<file path="config.mk">
export PLATFORM = sky130hd
export DESIGN_NAME = mfir_lane
export DESIGN_NICKNAME = d
export VERILOG_FILES = /design/src/rtl/assert_macros.svh /design/src/rtl/mfir_pkg.sv /design/src/rtl/mfir_lane.sv
export SDC_FILE = /design/constraint.sdc
export NUM_CORES = 2
export LEC_CHECK = 0
export BUFFER_PORTS_ARGS = -buffer_cell sky130_fd_sc_hd__clkbuf_2
export CAP_MARGIN = 10
export CORE_UTILIZATION = 50
export CTS_BUF_LIST = sky130_fd_sc_hd__clkbuf_8
export CTS_CLUSTER_SIZE = 40
export DETAILED_ROUTE_END_ITERATION = 10
export PLACE_DENSITY = 0.72
export RECOVER_POWER = 25
export SLEW_MARGIN = 5
export SYNTH_ARGS = -nofsm -noshare
export SYNTH_HDL_FRONTEND = slang
export SYNTH_SLANG_ARGS = --single-unit
</file>
<file path="constraint.sdc">
create_clock -name clk -period 6.8 [get_ports clk]
set_input_delay 0.34 -clock clk [delete_from_list [all_inputs] [get_ports clk]]
set_output_delay 0.34 -clock clk [all_outputs]
set_load 0.1 [all_outputs]
</file>
<file path="src/rtl/assert_macros.svh">
// Assertion helpers used by the RTL
`ifndef ASSERT_MACROS_SVH
`define ASSERT_MACROS_SVH

// Check that a condition implies another in the same cycle
`define ASSERT_SAME(label, clk, rst_n, cond, conseq) \
  label: assert property (@(posedge clk) disable iff (!rst_n) (cond) |-> (conseq)) \
    else $error("assertion failed: same-cycle implication");

// Check that a condition implies another in the next cycle
`define ASSERT_NEXT(label, clk, rst_n, cond, conseq) \
  label: assert property (@(posedge clk) disable iff (!rst_n) (cond) |=> (conseq)) \
    else $error("assertion failed: next-cycle implication");

`endif

</file>
<file path="src/rtl/mfir_pkg.sv">
package mfir_pkg;

  // Filter shape
  localparam int HISTORY_DEPTH = 5;
  localparam int CHANNEL_COUNT = 4;
  localparam int IO_CHANNELS   = 4;
  localparam int COEF_COUNT    = 6;

  // Taps that carry a weight, and the history they need
  localparam int USED_TAPS = (HISTORY_DEPTH + 1 < COEF_COUNT) ? HISTORY_DEPTH + 1 : COEF_COUNT;
  localparam int HIST_USED = USED_TAPS - 1;

  // Datapath widths
  localparam int SAMPLE_W  = 16;
  localparam int COEF_W    = 16;
  localparam int PROD_W    = SAMPLE_W + COEF_W;
  localparam int ACC_W     = PROD_W + $clog2(COEF_COUNT);
  localparam int FRAC_BITS = 15;
  localparam int RND_W     = ACC_W + 1;
  localparam int Q_W       = RND_W - FRAC_BITS;

  // Configuration port
  localparam int ADDR_W    = $clog2(COEF_COUNT * 4);
  localparam int DATA_W    = 32;
  localparam int IDX_W     = ADDR_W - 2;

  typedef logic signed [SAMPLE_W-1:0] sample_t;
  typedef logic signed [COEF_W-1:0]   coef_t;
  typedef logic signed [PROD_W-1:0]   prod_t;
  typedef logic signed [ACC_W-1:0]    acc_t;

  // Unity-gain symmetric low-pass weights
  localparam coef_t COEF_RESET [COEF_COUNT] = '{
    16'sd333, 16'sd3857, 16'sd12194, 16'sd12194, 16'sd3857, 16'sd333
  };

  // Per-stage load strobes sent to every lane
  typedef struct packed {
    logic s1_load;
    logic s2_load;
  } lane_ctrl_t;

endpackage

</file>
<file path="src/rtl/mfir_lane.sv">
module mfir_lane
  import mfir_pkg::*;
(
  input  logic       clk,
  input  logic       rst_n,
  input  lane_ctrl_t ctrl,
  input  sample_t    sample_i,
  input  coef_t      coef_i [COEF_COUNT],
  output acc_t       acc_o
);

  sample_t hist_r   [HIST_USED];
  sample_t tap      [USED_TAPS];
  prod_t   prod_nxt [USED_TAPS];
  prod_t   prod_r   [USED_TAPS];
  acc_t    acc_nxt;
  acc_t    acc_r;

  // Line up the newest sample with the stored history
  always_comb begin
    tap[0] = sample_i;
    for (int k = 1; k < USED_TAPS; k++) begin
      tap[k] = hist_r[k-1];
    end
  end

  // Form one product per weighted tap
  always_comb begin
    for (int k = 0; k < USED_TAPS; k++) begin
      prod_nxt[k] = PROD_W'(tap[k]) * PROD_W'(coef_i[k]);
    end
  end

  // Advance the delay line on each accepted transaction
  always_ff @(posedge clk) begin
    if (!rst_n) begin
      for (int k = 0; k < HIST_USED; k++) begin
        hist_r[k] <= '0;
      end
    end else if (ctrl.s1_load) begin
      hist_r[0] <= sample_i;
      for (int k = 1; k < HIST_USED; k++) begin
        hist_r[k] <= hist_r[k-1];
      end
    end
  end

  // Hold products for the adder stage
  always_ff @(posedge clk) begin
    if (ctrl.s1_load) begin
      prod_r <= prod_nxt;
    end
  end

  // Sum the products exactly
  always_comb begin
    acc_nxt = '0;
    for (int k = 0; k < USED_TAPS; k++) begin
      acc_nxt = acc_nxt + ACC_W'(prod_r[k]);
    end
  end

  always_ff @(posedge clk) begin
    if (ctrl.s2_load) begin
      acc_r <= acc_nxt;
    end
  end

  assign acc_o = acc_r;

endmodule

</file>
==> flow_metrics.py <==
metrics = {
    "setup_path": {
        "cp_slowest_stage_delay_ps": 570,
        "timing_worst_setup_path_type": "flop to flop",
        "cp_slowest_cell": "sky130_fd_sc_hd__edfxtp_1",
        "critical-path-top-cell-by-count": "sky130_fd_sc_hd__fa_1",
        "critical_path_required_ps": 7250,
        "timing.critical_path.arrival_ps": 7040,
        "crit_chain": "and2_1 -> fa_1 -> inv_1 -> fa_1 -> inv_1 -> fa_1 -> fa_1 -> fa_1 -> inv_1 -> fa_1 -> inv_1 -> ha_1 -> a21o_1 -> a21o_1 -> a21oi_2 -> o221ai_4 -> a311o_1 -> a311o_1 -> a2111oi_4 -> nor3b_1",
        "timing.critical_path.fanout_max": 11,
        "worstSetupEndpointType": "flop",
        "worstSetupStartpointType": "flop",
    },
    "yosys": {
        "synthesis.area_mm2": 0.0733,
        "syn_area_per_cell_um2": 9.89,
        "post_synth_inst_count": 7405,
        "ys.warnings.count": 0,
        "synth_area_leaders": "sky130_fd_sc_hd__fa_1, sky130_fd_sc_hd__edfxtp_1, sky130_fd_sc_hd__inv_1",
        "netlist.area_leader.share_pct": 46.5,
        "synth_enable_flop_cells": 307,
        "async_reset_ff_share_pct": 0,
        "synthDominantAreaCellType": "sky130_fd_sc_hd__fa_1",
        "post_synth_num_cell_types": 69,
        "ys_seq_area_share_pct": 12.6,
        "syn-num-nets": 9748,
        "ys_ff_latch": 307,
        "synthFlopType": "sky130_fd_sc_hd__edfxtp_1",
    },
    "timing": {
        "timing.final.crit_period_ps": 6590,
        "finalClockSkew_ps": 54.2,
        "rsz0062_at_grt": "yes",
        "transition_time_of_the_tightest_slew_check_pin_ps": 3360,
        "maximum_frequency_from_static_timing_analysis_ghz": 0.152,
        "slew_violations": 204,
        "relSlewSlack_pct": -124,
        "fin_crit_sh_pct": 96.9,
        "hold_viol": 0,
        "setup_violations": 0,
    },
    "drt": {
        "postRouteWirelength_um": 188000,
        "drc_errors": 0,
        "detail_route.wl_per_cell_um": 19.7,
        "drt-initial-drc-count": 3688,
        "route.antenna.remaining_nets": 0,
        "route.detailed.vias_per_inst": 5.25,
        "first_pass_iters": 6,
        "via_count": 50300,
    },
    "placement": {
        "place.gp.congestion": 0.955,
        "port_buffer_count": 150,
        "placedInstanceArea_mm2": 0.0769,
        "post-dp-hpwl_um": 160000,
    },
    "floorplan": {
        "die_area_mm2": 0.148,
        "floorplan.rows": 140,
        "initial_utilization_pct": 50.3,
        "die_height_um": 385,
        "floorplan.core_area_mm2": 0.146,
        "die_width_um": 385,
        "io_pins": 151,
    },
    "cts": {
        "maximum_level_of_the_cts_h_tree": 2,
        "num_clock_sinks": 307,
        "ctsLongestPathBuffers": 3,
        "cts_inserted_buffers": 57,
        "clk_latency_ps": 740,
        "clock_tree.root_cell": "sky130_fd_sc_hd__clkbuf_8",
        "worst_setup_hold_path_clk_slew_ps": 60,
        "cts_tree": "yes",
    },
    "status": {
        "violations": "max-capacitance violations, max-slew violations",
        "run_status": "complete, but fails checks",
    },
    "cells_and_area": {
        "non_filler_cell_area_final_mm2": 0.0786,
        "mostFrequentLayoutCell": "sky130_fd_sc_hd__inv_1",
        "fraction_of_layout_cells_with_a_size_suffix_above_1_pct": 6.09,
        "area.growth.synth_to_final_pct": 7.26,
        "final_nets": 9947,
        "most-common-layout-cells": "sky130_fd_sc_hd__inv_1, sky130_fd_sc_hd__fa_1, sky130_fd_sc_hd__nand2_1, sky130_fd_sc_hd__and2_1, sky130_fd_sc_hd__ha_1",
        "utilization_pct": 54.0,
    },
    "run": {
        "cap_viol_max_count": 4,
    },
    "global_routing": {
        "largest_net_degree_at_the_start_of_global_routing": 86,
        "number_of_global_route_vias_before_repair": 55100,
        "antenna_violations_before_repair": 14,
        "wire_length_of_the_first_global_routing_pass_um": 304000,
        "global_route.overflow_total": 0,
        "grt_util_all_layers_pct": 26.6,
    },
    "min_path": {
        "hold_path.class": "primary input to flop",
    },
}
## logic make-up (layout without fill, tap and decap cells)
family,count (synthesis),in the layout,synth area share [%]
fa+ha+maj,2227,2227,55.5
buf+inv,2158,2405,11.1
simple gates,1992,1992,13.7
compound gates,491,491,4.42
flops,307,307,12.6
xor+xnor,229,229,2.74
mux,1,1,0.0137
other cells,0,5,0
## cell type report
type	instances	area (um2)
repair buffers	354	2370
fillers	12800	67000
flip-flops and latches	307	9220
diodes	5	12.5
clock buffers	57	785
well taps	1917	2400
clock inverters	50	512
multi-input cells	4940	56000
inverters	1944	7300
## critical path: cells and delay by family (launching register included)
family	cells	cell delay (ps)
AND/OR/NAND/NOR	2	320
adder cells (fa/ha/maj)	7	3380
AO/OA/AOI/OAI	7	1860
flip-flops	1	570
buffers and inverters	4	200
## sequential cells by signal, summed over array words and instances (netlist names)
register,cells
acc_o,35
hist_r,80
prod_r,192
## metrics by stage
stage	hold slack, ps	std cells	worst slack, ps	TNS [ps]
5_1_grt	200	9572	-22.8	-45.6
3_3_place_gp	775	9420	141	0
2_1_floorplan	452	7405	406	0
4_1_cts	34.9	9527	22.2	0
3_5_place_dp	775	9420	87.1	0
6_report	200	9574	209	0
## timing repair
item,4_1_cts,5_1_grt
buffers inserted,0,42
hold buffers,0,0
setup endpoints to repair,0,11
resized for setup,0,8
## cells in the mapped netlist, types with 8 or more instances
cell	n
sky130_fd_sc_hd__and2_1	740
sky130_fd_sc_hd__and3_1	100
sky130_fd_sc_hd__fa_1	1702
sky130_fd_sc_hd__nand4_1	14
sky130_fd_sc_hd__nor4_1	9
sky130_fd_sc_hd__a31oi_1	12
sky130_fd_sc_hd__ha_1	525
sky130_fd_sc_hd__nor2b_1	24
sky130_fd_sc_hd__inv_1	1944
sky130_fd_sc_hd__xor2_1	53
sky130_fd_sc_hd__a211oi_1	28
sky130_fd_sc_hd__o21ai_0	90
sky130_fd_sc_hd__a21o_1	70
sky130_fd_sc_hd__o21a_1	34
sky130_fd_sc_hd__clkbuf_1	209
sky130_fd_sc_hd__xnor2_1	176
sky130_fd_sc_hd__nand2_1	772
sky130_fd_sc_hd__a21oi_1	138
sky130_fd_sc_hd__edfxtp_1	307
sky130_fd_sc_hd__or3_1	8
sky130_fd_sc_hd__a31o_2	8
sky130_fd_sc_hd__nor2_1	174
sky130_fd_sc_hd__o211ai_1	8
sky130_fd_sc_hd__o21bai_1	21
sky130_fd_sc_hd__nand2b_1	55
sky130_fd_sc_hd__nand3_1	32
sky130_fd_sc_hd__nor3_1	40
## final timing paths
| path | start | endpoint | slack (ps) | depth (start not counted) |
|---|---|---|---|---|
| worst max-delay path | hist_r[0][52] | prod_r[63] | 210 | 20 |
| worst min-delay path | coef_i[64] | prod_r[128] | 200 | 2 |
| worst max register to register | hist_r[0][52] | prod_r[63] | 210 | 20 |
| worst min register to register | hist_r[0][8] | hist_r[0][24] | 790 | 2 |
## metal layers
metal  up-vias  track usage, %  share of wire [%]
li1      22300               -                  -
met1     26000            35.6                 41
met3       321            3.81                6.8
met5         -               0              0.044
met4        12            7.94                3.0
met2      1651            45.0                 49
Power is left out: the tool's default activity adds up to more than one toggle a clock period on the data nets, which glitch-free logic cannot reach.
