### config.mk
export PLATFORM = sky130hd
export DESIGN_NAME = mfir_merge
export DESIGN_NICKNAME = d
export VERILOG_FILES = /design/src/rtl/assert_macros.svh /design/src/rtl/mfir_pkg.sv /design/src/rtl/mfir_merge.sv
export SDC_FILE = /design/constraint.sdc
export NUM_CORES = 1
export LEC_CHECK = 0
export ABC_AREA = 1
export BUFFER_PORTS_ARGS = -buffer_cell sky130_fd_sc_hd__buf_2
export CORE_AREA = 5 5 90 125
export DETAILED_ROUTE_END_ITERATION = 16
export DIE_AREA = 0 0 95 130
export GPL_TIMING_DRIVEN = 0
export PLACE_DENSITY = 0.84
export SYNTH_ARGS = -nofsm -noshare
export SYNTH_HDL_FRONTEND = slang
export SYNTH_SLANG_ARGS = --single-unit
### constraint.sdc
create_clock -name clk -period 2.9 [get_ports clk]
set_clock_uncertainty 0.2 [all_clocks]
set_input_delay 0.725 -clock clk [delete_from_list [all_inputs] [get_ports clk]]
set_output_delay 0.725 -clock clk [all_outputs]
set_load 0.005 [all_outputs]
### src/rtl/assert_macros.svh
// Assertion helpers used by the RTL
`ifndef ASSERT_MACROS_SVH
`define ASSERT_MACROS_SVH

// Check that a condition implies another in the same cycle
`define ASSERT_SAME(label, clk, rst_n, cond, conseq) \
  label: assert property (@(posedge clk) disable iff (!rst_n) (cond) |-> (conseq)) \
    else $error("assertion failed: same-cycle implication");

// Check that a condition implies another in the next cycle
`define ASSERT_NEXT(label, clk, rst_n, cond, conseq) \
  label: assert property (@(posedge clk) disable iff (!rst_n) (cond) |=> (conseq)) \
    else $error("assertion failed: next-cycle implication");

`endif

### src/rtl/mfir_pkg.sv
package mfir_pkg;

  // Filter shape
  localparam int HISTORY_DEPTH = 5;
  localparam int CHANNEL_COUNT = 4;
  localparam int IO_CHANNELS   = 4;
  localparam int COEF_COUNT    = 6;

  // Taps that carry a weight, and the history they need
  localparam int USED_TAPS = (HISTORY_DEPTH + 1 < COEF_COUNT) ? HISTORY_DEPTH + 1 : COEF_COUNT;
  localparam int HIST_USED = USED_TAPS - 1;

  // Datapath widths
  localparam int SAMPLE_W  = 16;
  localparam int COEF_W    = 16;
  localparam int PROD_W    = SAMPLE_W + COEF_W;
  localparam int ACC_W     = PROD_W + $clog2(COEF_COUNT);
  localparam int FRAC_BITS = 15;
  localparam int RND_W     = ACC_W + 1;
  localparam int Q_W       = RND_W - FRAC_BITS;

  // Configuration port
  localparam int ADDR_W    = $clog2(COEF_COUNT * 4);
  localparam int DATA_W    = 32;
  localparam int IDX_W     = ADDR_W - 2;

  typedef logic signed [SAMPLE_W-1:0] sample_t;
  typedef logic signed [COEF_W-1:0]   coef_t;
  typedef logic signed [PROD_W-1:0]   prod_t;
  typedef logic signed [ACC_W-1:0]    acc_t;

  // Unity-gain symmetric low-pass weights
  localparam coef_t COEF_RESET [COEF_COUNT] = '{
    16'sd333, 16'sd3857, 16'sd12194, 16'sd12194, 16'sd3857, 16'sd333
  };

  // Per-stage load strobes sent to every lane
  typedef struct packed {
    logic s1_load;
    logic s2_load;
  } lane_ctrl_t;

endpackage

### src/rtl/mfir_merge.sv
module mfir_merge
  import mfir_pkg::*;
(
  input  logic    clk,
  input  logic    load,
  input  acc_t    acc_i [CHANNEL_COUNT],
  output sample_t y_o   [IO_CHANNELS]
);

  localparam logic signed [RND_W-1:0] ROUND_BIAS = RND_W'(1 << (FRAC_BITS - 1));
  localparam logic signed [Q_W-1:0]   SAT_MAX    = Q_W'(2 ** (SAMPLE_W - 1) - 1);
  localparam logic signed [Q_W-1:0]   SAT_MIN    = -Q_W'(2 ** (SAMPLE_W - 1));

  logic signed [RND_W-1:0] rnd [CHANNEL_COUNT];
  logic signed [Q_W-1:0]   q   [CHANNEL_COUNT];
  sample_t                 y_nxt [IO_CHANNELS];
  sample_t                 y_r   [IO_CHANNELS];

  // Round half up, drop the fraction and clamp; idle channels read zero
  always_comb begin
    for (int c = 0; c < IO_CHANNELS; c++) begin
      y_nxt[c] = '0;
    end
    for (int c = 0; c < CHANNEL_COUNT; c++) begin
      rnd[c] = RND_W'(acc_i[c]) + ROUND_BIAS;
      q[c]   = Q_W'(rnd[c] >>> FRAC_BITS);
      if (q[c] > SAT_MAX) begin
        y_nxt[c] = SAT_MAX[SAMPLE_W-1:0];
      end else if (q[c] < SAT_MIN) begin
        y_nxt[c] = SAT_MIN[SAMPLE_W-1:0];
      end else begin
        y_nxt[c] = q[c][SAMPLE_W-1:0];
      end
    end
  end

  // Hold the result until the next load
  always_ff @(posedge clk) begin
    if (load) begin
      y_r <= y_nxt;
    end
  end

  assign y_o = y_r;

endmodule

==> results of run 1 <==
[logic make-up after synthesis]
kind of cell / Yosys count
fa+ha+maj: 4
buf+inv: 74
compound gates: 15
flops: 64
xor+xnor: 57
simple gates: 407
[layout make-up]
cell class,instances,area [um2]
clock inverter,4,68.8
tap,135,169
buffer,8,86.3
clock buffer,12,236
fill,936,3910
sequential,64,1920
inverter,66,248
timing repair buffer,149,746
multi-input combinational,483,2520
[power breakdown]
group	total (mW)	switching (mW)	internal, mW
clock network	1.10	0.354	0.747
registers	1.14	0.0168	1.12
logic	0.475	0.279	0.196
total	2.71	0.649	2.06
[through the flow]
stage | power (mW) | cells | setup WS (ns) | util (%)
floorplan | 1.39 | 621 | 0.468 | -
global placement | 1.62 | 905 | 0.137 | 57.5
detailed placement | 1.63 | 905 | 0.101 | 57.5
CTS | 2.73 | 921 | 0.424 | 60.5
global route | 2.84 | 921 | 0.181 | 60.5
finish | 2.71 | 921 | 0.409 | 60.5
[cell usage in the layout (no fill, tap or decap)]
cell type | netlist | final
nand2_1 | 235 | 235
buf_2 | 0 | 149
nor2_1 | 64 | 64
edfxtp_1 | 64 | 64
inv_1 | 62 | 62
xor2_1 | 34 | 34
nand3_1 | 33 | 33
nand2_2 | 27 | 27
xnor2_1 | 23 | 23
nor2_4 | 9 | 9
clkbuf_16 | 0 | 9
nand4_1 | 8 | 8
nor3_1 | 8 | 8
nand3_2 | 6 | 6
nor2_2 | 6 | 6
o21ai_1 | 4 | 4
inv_2 | 4 | 4
a21oi_1 | 4 | 4
ha_1 | 4 | 4
buf_6 | 3 | 3
o21ai_0 | 3 | 3
buf_4 | 3 | 3
clkbuf_1 | 0 | 3
nor3_2 | 2 | 2
nand2_4 | 2 | 2
nand3b_1 | 2 | 2
buf_8 | 2 | 2
bufinv_16 | 0 | 2
nor2_8 | 1 | 1
and2_1 | 1 | 1
nor3_4 | 1 | 1
a31oi_1 | 1 | 1
o21ai_4 | 1 | 1
o21bai_4 | 1 | 1
o21bai_1 | 1 | 1
nor4_1 | 1 | 1
nor3b_2 | 1 | 1
clkinv_1 | 0 | 1
clkinv_2 | 0 | 1
[tightest hold or removal path: stages]
cell	delay, ns
buf_2	0.10
o21ai_1	0.09
inv_2	0.07
[Yosys cell counts (all sizes together) (2+ instances only)]
cell	n
nand3b	2
nand3	39
nor2	80
nand4	8
xnor2	23
xor2	34
buf	8
o21bai	2
nor3	11
a21oi	4
inv	66
edfxtp	64
ha	4
o21ai	8
nand2	264
[worst max path at each step]
stage | startpoint | endpoint | slack [ns] | cells past startpoint
global route | acc_i[14] | y_o[7]$_SDFFCE_PN1P_ | 0.18 | 12
global placement | acc_i[14] | y_o[10]$_SDFFCE_PN1P_ | 0.14 | 12
CTS | acc_i[14] | y_o[7]$_SDFFCE_PN1P_ | 0.42 | 12
detailed placement | acc_i[14] | y_o[14]$_SDFFCE_PN1P_ | 0.10 | 12
floorplan | acc_i[49] | y_o[30]$_SDFFCE_PN1P_ | 0.47 | 13
finish | acc_i[14] | y_o[7]$_SDFFCE_PN1P_ | 0.41 | 12
[per-layer routing]
| layer | track usage [%] | vias up | wire length (um) |
|---|---|---|---|
| met5 | 0 | - | 0 |
| met3 | 4.50 | 22 | 598 |
| met1 | 18.6 | 1895 | 4140 |
| met4 | 7.73 | 0 | 276 |
| met2 | 32.5 | 117 | 5690 |
| li1 | - | 2288 | - |
==> out/results.ini, run 1 <==
[worst_setup_path]
crit_chain = buf_2 > ha_1 > nand2_1 > nor2_4 > nand3_1 > o21ai_1 > nand2_1 > nor2_1 > nand4_1 > nand2_1 > buf_4 > nand2_1
path_common_cell = nand2_1
worstSetupEndpointType = register
cp_num_buf_inv = 2
crit_family = simple AND/OR/NAND/NOR gates
path_class = input port to register
cp-start-kind = input port
cp_max_fo = 10
critPathSlowestCell = buf_4
required_ns = 2.78
cp.arrival_ns = 2.37
cpPeakStageDelay_ns = 0.20

[yosys]
synthAdderAreaFrac_pct = 1.05
synthXorXnorAreaFrac_pct = 10.5
synth-main-ff-cell = edfxtp_1
synth.area.mux_share_pct = 0
synth-edff-count = 64
synth_top_area_share_pct = 40.3
synth_async_sr_flop_share_pct = 0
synth_seq_cells = 64
synth_top_family_by_area = simple AND/OR/NAND/NOR gates
synth_area_leader_cell = edfxtp_1
synthSimpleGateAreaFrac_pct = 39.1
ys_types = 33
ys_seq_area_share_pct = 40.3
syn_nets = 767
ys_top_cells_by_area = edfxtp_1, nand2_1, xor2_1
ys_warn_count = 0
synth.avg_cell_area_um2 = 7.69
syn_inst = 621
syn_area_um2 = 4770
synth-compound-area-share_pct = 2.18

[placement]
io_buffers = 149
placed_area_um2 = 5690
place_congestion = 0.920
dp_hpwl_um = 8940

[clocking]
ctsLongestPathBuffers = 2
cts_inserted_buffers = 9
hold_buffers = 0
clock_sinks = 64
cts_root_buffer = clkbuf_16
cts_max_level = 3
cts_tree = built
cts_resized = 0
post-cts-setup-buffers = 0
clk_pin_slew_ns = 0.05

[floorplanning]
die_y_um = 130
die_w_um = 95
initial_utilization_pct = 48.2
core_um2 = 9900
rows = 43
top_level_ports = 206
fp.dieArea_um2 = 12400

[timing]
tns_ns = 0
rsz0062_at_grt = no
period_minus_slack_ns = 2.49
slew_headroom_pct = 11.0
drv_slew = 0
tightest_slew_ns = 1.34
hold_ws_ns = 0.564
fin_crit_sh_pct = 85.9
setup_viol = 0
timing.fmax_mhz = 402
final_hold_viol_count = 0

[global_route]
first_global_vias = 4051
globalRouteTotalUtil_pct = 17.6
grt_overflow = 0
grt_max_degree = 65
grt_pass1_wl_um = 17100
antenna_found_initial = 0

[route]
totalWireLength_um = 10700
routed_via_density = 4.69
drc_errors = 0
firstDrtPassIters = 4
wl_per_cell_um = 11.6
drtIter0Drc = 102
via_count = 4322
ant_nets = 0

[layout]
drive_gt1_share_pct = 29.3
design_area_um2 = 5990
areaGrowthSynthToFinish_pct = 25.6
diodes = 0
fin_nets = 927
largest_register_ffs = 64

[run]
max_cap_violations = 0

[power_and_ir_drop]
powerDensity_nw_per_um2 = 452
p_leak_nw = 2.88
ir_drop_mv = 0.260

[hold_path]
holdPathEnd = y_o[15]$_SDFFCE_PN0P_
min_path_type = input port to register
holdPathStages = 3
min_from = acc_i[34]

[outcome]
status = completed

No activity file was read; power rests on OpenSTA's default activity.
==> run 2, diff against run 1 <==
--- a/config.mk
+++ b/config.mk
@@ -12,6 +12,8 @@
 export DIE_AREA = 0 0 95 130
 export GPL_TIMING_DRIVEN = 0
 export PLACE_DENSITY = 0.84
+export SLEW_MARGIN = 30
 export SYNTH_ARGS = -nofsm -noshare
 export SYNTH_HDL_FRONTEND = slang
 export SYNTH_SLANG_ARGS = --single-unit
+export TNS_END_PERCENT = 1
==> constraint.sdc (replaced) <==
create_clock -name clk -period 2.3 [get_ports clk]
set_clock_uncertainty 0.2 [all_clocks]
set_input_delay 0.575 -clock clk [delete_from_list [all_inputs] [get_ports clk]]
set_output_delay 0.575 -clock clk [all_outputs]
set_load 0.005 [all_outputs]
==> run 2 against run 1 <==
Global-route usage barely moved. Final area rose by 3.3%. Clock power rose by 15%. Power rose by 23%. Sequential power rose by 25%. Worst setup slack got worse by 0.34 ns. Critical endpoint is now y_o[62]$_SDFFCE_PN1P_.
==> out/results.ini, run 2 (synthesis results as in run 1) <==
[outcome]
status = completed

[power_and_ir_drop]
power_mw = 3.35  ; +23%
ir_drop_mv = 0.276  ; +6.1%
powerDensity_nw_per_um2 = 540  ; +19%
p_leak_nw = 2.95  ; +2.7%

[route]
via_count = 4411  ; +2.1%
routed_via_density = 4.73  ; +0.75%
firstDrtPassIters = 5  ; +1
totalWireLength_um = 11400  ; +6.6%
ant_nets = 0  ; unchanged
wl_per_cell_um = 12.2  ; +5.2%
drc_errors = 0  ; unchanged
drtIter0Drc = 125  ; +23%

[timing]
hold_ws_ns = 0.444  ; -0.120 ns
rsz0062_at_grt = yes
timing.fmax_mhz = 449
final_hold_viol_count = 0  ; unchanged
setup_viol = 0  ; unchanged
period_minus_slack_ns = 2.23
tns_ns = 0  ; unchanged
tightest_slew_ns = 0.751  ; -0.584 ns
slew_headroom_pct = 49.9  ; +39 points
drv_slew = 0  ; unchanged
fin_crit_sh_pct = 96.9

[placement]
dp_hpwl_um = 8920  ; -0.23%
io_buffers = 149  ; unchanged
place_congestion = 0.920  ; unchanged

[global_route]
antenna_found_initial = 0  ; unchanged
grt_pass1_wl_um = 17100  ; +0.12%
grt_overflow = 0  ; unchanged
first_global_vias = 4061  ; +0.25%
grt_max_degree = 65  ; unchanged
globalRouteTotalUtil_pct = 17.6  ; -0.030 points

[layout]
diodes = 0  ; unchanged
fin_nets = 939  ; +1.3%
final_core_util_pct = 62.5  ; +2.0 points
most-common-layout-cells = nand2_1, buf_2, edfxtp_1, nor2_1, inv_1
areaGrowthSynthToFinish_pct = 29.7
num-fill-cells = 876  ; -6.4%
drive_gt1_share_pct = 31.8  ; +2.6 points
layout_commonest_cell = nand2_1
largest_register_ffs = 64  ; unchanged

[clocking]
cts_inserted_buffers = 9  ; unchanged
ctsLongestPathBuffers = 2  ; unchanged
cts_max_level = 3  ; unchanged
clk_pin_slew_ns = 0.05  ; about the same
cts_tree = built
clock_sinks = 64  ; unchanged
hold_buffers = 0  ; unchanged
cts_root_buffer = clkbuf_16

[worst_setup_path]
path_class = input port to register
cp_max_fo = 10  ; unchanged
path_common_cell = nand2_1
required_ns = 2.18  ; -0.60 ns
crit_family = simple AND/OR/NAND/NOR gates
cp.arrival_ns = 2.11  ; -0.26 ns
cp-start-kind = input port
cp_num_buf_inv = 2  ; unchanged
worstSetupEndpointType = register
critPathSlowestCell = nor3_4
cpPeakStageDelay_ns = 0.24  ; +0.04 ns
crit_chain = buf_2 > ha_2 > nand3_4 > nor3_4 > nand2_1 > nand2_1 > nand2_1 > nor2_1 > nand2_1 > o21bai_4 > buf_6 > nand2_1
crit_cells = 12  ; unchanged

[run]
max_cap_violations = 0  ; unchanged

[floorplanning]
die_w_um = 95  ; unchanged
rows = 43  ; unchanged
die_y_um = 130  ; unchanged
top_level_ports = 206  ; unchanged
fp.dieArea_um2 = 12400  ; unchanged
initial_utilization_pct = 48.2  ; unchanged
core_um2 = 9900  ; unchanged

[hold_path]
holdPathEnd = y_o[15]$_SDFFCE_PN0P_
holdPathStages = 3  ; unchanged
min_path_type = input port to register
min_from = acc_i[34]

==> run 2: final cells by class <==
cell class	count	area (um2)	share of cell area, %
multi-input combinational	483	2620	42.3
sequential	64	1920	31.0
timing repair buffer	161	856	13.8
inverter	66	248	4.00
clock buffer	11	233	3.76
tap	135	169	2.73
buffer	8	93.8	1.52
clock inverter	5	47.5	0.768
==> run 2: worst max-delay path by stage <==
| stage | end | slack, ns | startpoint |
|---|---|---|---|
| 4_1_cts | y_o[61]$_SDFFCE_PN1P_ | 0.03 | acc_i[120] |
| 5_1_grt | y_o[9]$_SDFFCE_PN1P_ | -0.04 | acc_i[14] |
| 2_1_floorplan | y_o[30]$_SDFFCE_PN1P_ | 0.02 | acc_i[49] |
| 6_report | y_o[62]$_SDFFCE_PN1P_ | 0.07 | acc_i[120] |
| 3_3_place_gp | y_o[10]$_SDFFCE_PN1P_ | -0.31 | acc_i[14] |
| 3_5_place_dp | y_o[14]$_SDFFCE_PN1P_ | -0.33 | acc_i[14] |
==> run 2: power breakdown <==
part | switching (mW) | internal, mW | total (mW)
Clock | 0.448 | 0.826 | 1.27
Combinational | 0.370 | 0.269 | 0.640
Sequential | 0.0221 | 1.41 | 1.43
==> run 2: stage by stage <==
stage / setup slack [ns] / cells / area (um2)
3_3_place_gp: -0.313 / 905 / 5690
5_1_grt: -0.0407 / 933 / 6190
2_1_floorplan: 0.0177 / 621 / 4770
6_report: 0.0720 / 933 / 6190
4_1_cts: 0.0256 / 921 / 5970
3_5_place_dp: -0.332 / 905 / 5690
==> run 2: layer usage <==
layer | GRT usage, % | vias up | wire length (um)
met5 | 0 | - | 0
met3 | 4.33 | 18 | 754
li1 | - | 2311 | -
met4 | 7.65 | 0 | 230
met2 | 32.6 | 125 | 6250
met1 | 18.5 | 1957 | 4180
==> run 2: what timing repair did <==
| action | in CTS | in global routing |
|---|---|---|
| gates cloned | 0 | 1 |
| resized for setup | 1 | 25 |
| setup buffers | 0 | 11 |
| endpoints found under the hold margin | 0 | 0 |
| pin swaps | 0 | 15 |
| endpoints found under the setup margin | 2 | 43 |
==> run 3, diff against run 2 <==
--- a/config.mk
+++ b/config.mk
@@ -7,11 +7,13 @@
 export LEC_CHECK = 0
 export ABC_AREA = 1
 export BUFFER_PORTS_ARGS = -buffer_cell sky130_fd_sc_hd__buf_2
-export CORE_AREA = 5 5 90 125
+export CELL_PAD_IN_SITES_DETAIL_PLACEMENT = 1
+export CELL_PAD_IN_SITES_GLOBAL_PLACEMENT = 2
+export CORE_AREA = 5 5 117 163
 export DETAILED_ROUTE_END_ITERATION = 16
-export DIE_AREA = 0 0 95 130
+export DIE_AREA = 0 0 122 168
 export GPL_TIMING_DRIVEN = 0
-export PLACE_DENSITY = 0.84
+export PLACE_DENSITY = 0.88
 export SLEW_MARGIN = 30
 export SYNTH_ARGS = -nofsm -noshare
 export SYNTH_HDL_FRONTEND = slang
==> constraint.sdc (replaced) <==
create_clock -name clk -period 2.8 [get_ports clk]
set_clock_uncertainty 0.2 [all_clocks]
set_input_delay 0.7 -clock clk [delete_from_list [all_inputs] [get_ports clk]]
set_output_delay 0.7 -clock clk [all_outputs]
set_load 0.005 [all_outputs]
==> run 3 against run 2 <==
Combinational power decreased by 20%. Clock power decreased by 9%. First-iteration DRC count increased by 49%. Count of clock-buffer cells in the layout increased by 1. Worst hold slack improved by 0.12 ns. Final area decreased by 1.1%. Power decreased by 15%. Critical path depth unchanged. Worst setup slack improved by 0.26 ns. Sequential share of layout area increased by 0.34 points. Critical endpoint is now y_o[40]$_SDFFCE_PN1P_. Highest routed layer unchanged.
==> out/results.ini, run 3 (synthesis results as in run 1) <==
[worst_setup_path]
cp-start-kind = input port
path_class = input port to register
required_ns = 2.67  ; +0.49 ns
cp_max_fo = 10  ; unchanged
cp-startpoint = acc_i[84]
endpoint = y_o[40]$_SDFFCE_PN1P_
worstSetupEndpointType = register
cp.arrival_ns = 2.34  ; +0.23 ns

[layout]
fin_nets = 927  ; -1.3%
largest_register_ffs = 64  ; unchanged
num-fill-cells = 2198  ; +150%
most-common-layout-cells = nand2_1, buf_2, nor2_1, edfxtp_1, inv_1
final_core_util_pct = 35.3  ; -27 points
areaGrowthSynthToFinish_pct = 28.3
layout_commonest_cell = nand2_1
drive_gt1_share_pct = 29.3  ; -2.6 points
diodes = 0  ; unchanged

[timing]
setup_viol = 0  ; unchanged
fin_crit_sh_pct = 88.2
rsz0062_at_grt = no
timing.fmax_mhz = 405
slew_headroom_pct = 45.9  ; -4.0 points
drv_slew = 0  ; unchanged
final_hold_viol_count = 0  ; unchanged
period_minus_slack_ns = 2.47
tightest_slew_ns = 0.811  ; +0.0598 ns

[power_and_ir_drop]
p_leak_nw = 2.88  ; -2.6%
ir_drop_mv = 0.241  ; -13%
power_mw = 2.85  ; -15%
powerDensity_nw_per_um2 = 465  ; -14%

[route]
ant_nets = 0  ; unchanged
routed_via_density = 4.34  ; -8.3%
dr.max_layer_used = met4
drc_errors = 0  ; unchanged
drtIter0Drc = 186  ; +49%
firstDrtPassIters = 4  ; -1
m1WireLength_um = 5280  ; +26%
wl_met2_um = 7790  ; +25%
via_count = 4432  ; +0.48%
totalWireLength_um = 13900  ; +21%
wl_per_cell_um = 13.6  ; +11%
dr_wl_met3_um = 605  ; -20%

[floorplanning]
initial_utilization_pct = 27.5  ; -21 points
rows = 57  ; +33%
core_um2 = 17300  ; +75%
top_level_ports = 206  ; unchanged
die_w_um = 122  ; +28%
die_y_um = 168  ; +29%
fp.dieArea_um2 = 20500  ; +66%

[clocking]
clock_sinks = 64  ; unchanged
post-cts-setup-buffers = 0  ; unchanged
cts_tree = built
cts_resized = 0  ; -1
hold_buffers = 0  ; unchanged
cts_max_level = 3  ; unchanged
ctsLongestPathBuffers = 2  ; unchanged
cts_inserted_buffers = 9  ; unchanged
cts_root_buffer = clkbuf_16
clk_pin_slew_ns = 0.06  ; about the same

[global_route]
grt_pass1_wl_um = 22200  ; +30%
globalRouteTotalUtil_pct = 13.6  ; -3.9 points
antenna_found_initial = 0  ; unchanged
grt_max_degree = 65  ; unchanged
first_global_vias = 4636  ; +14%
grt_overflow = 0  ; unchanged

[placement]
io_buffers = 149  ; unchanged
dp_hpwl_um = 11900  ; +34%
place_congestion = 0.810  ; -12%

[hold_path]
holdPathStages = 3  ; unchanged
min_path_type = input port to register

[outcome]
status = completed

[run]
max_cap_violations = 0  ; unchanged

run 3: cell count changes in the layout (fill, tap and decap cells not counted), moves of 2 or more:
| cell | before | now |
|---|---|---|
| nand2_1 | 231 | 235 |
| buf_6 | 5 | 3 |
| nand3_1 | 30 | 33 |
| ha_1 | 1 | 4 |
| nand2_2 | 29 | 27 |
| o21ai_0 | 0 | 3 |
| buf_4 | 13 | 4 |
| nand3_4 | 4 | 0 |
| o21ai_1 | 6 | 4 |
| ha_4 | 2 | 0 |
| nand2_4 | 4 | 2 |
run 3: area by class of cell:
type                    instances  area [um2]  area share (%)
plain buffers                   8        86.3            1.41
clock buffers                  12         236            3.86
clock inverters                 4        68.8            1.12
inverters                      66         248            4.05
multi-input cells             483        2520            41.1
flip-flops and latches         64        1920            31.4
well taps                     236         295            4.82
repair buffers                149         748            12.2
run 3: report_power, final:
group          switching [mW]  internal (mW)
sequential             0.0203           1.16
combinational           0.306          0.203
clock                   0.384          0.775
run 3: worst min-delay path by stage:
stage                     startpoint                     to  slack (ns)
2_1_floorplan                   load   y_o[0]$_SDFFCE_PN1P_        0.61
3_3_place_gp   y_o[47]$_SDFFCE_PN0P_                y_o[47]        0.89
3_5_place_dp               acc_i[34]  y_o[15]$_SDFFCE_PN0P_        0.90
4_1_cts                    acc_i[34]  y_o[15]$_SDFFCE_PN0P_        0.55
5_1_grt                    acc_i[34]  y_o[15]$_SDFFCE_PN0P_        0.58
6_report                   acc_i[34]  y_o[15]$_SDFFCE_PN0P_        0.56
run 3: metal layers:
layer	vias to the layer above	track usage [%]
met5	-	0
met4	0	4.00
met3	11	2.42
met2	84	26.8
met1	2063	14.4
li1	2274	-
run 3: per-stage QoR:
stage	instance area [um2]	TNS, ns	cells	setup WS, ns	hold slack (ns)
final	6120	0	1022	0.329	0.562
after global routing	6120	0	1022	0.0983	0.585
after CTS	6120	0	1022	0.303	0.553
after detailed placement	5820	-0.434	1006	-0.0445	0.896
after global placement	5810	0	1006	0.0141	0.893
after floorplan	4770	0	621	0.393	0.612
run 3: worst max-delay path: stages:
cell and delay, ns:
buf_2 0.10, ha_1 0.18, nand2_1 0.11, nor2_4 0.13, nand2_2 0.10, nor2_2 0.19
nand4_1 0.13, a21oi_1 0.17, nand3_1 0.10, nand2_2 0.14, buf_4 0.19, nand2_1 0.08
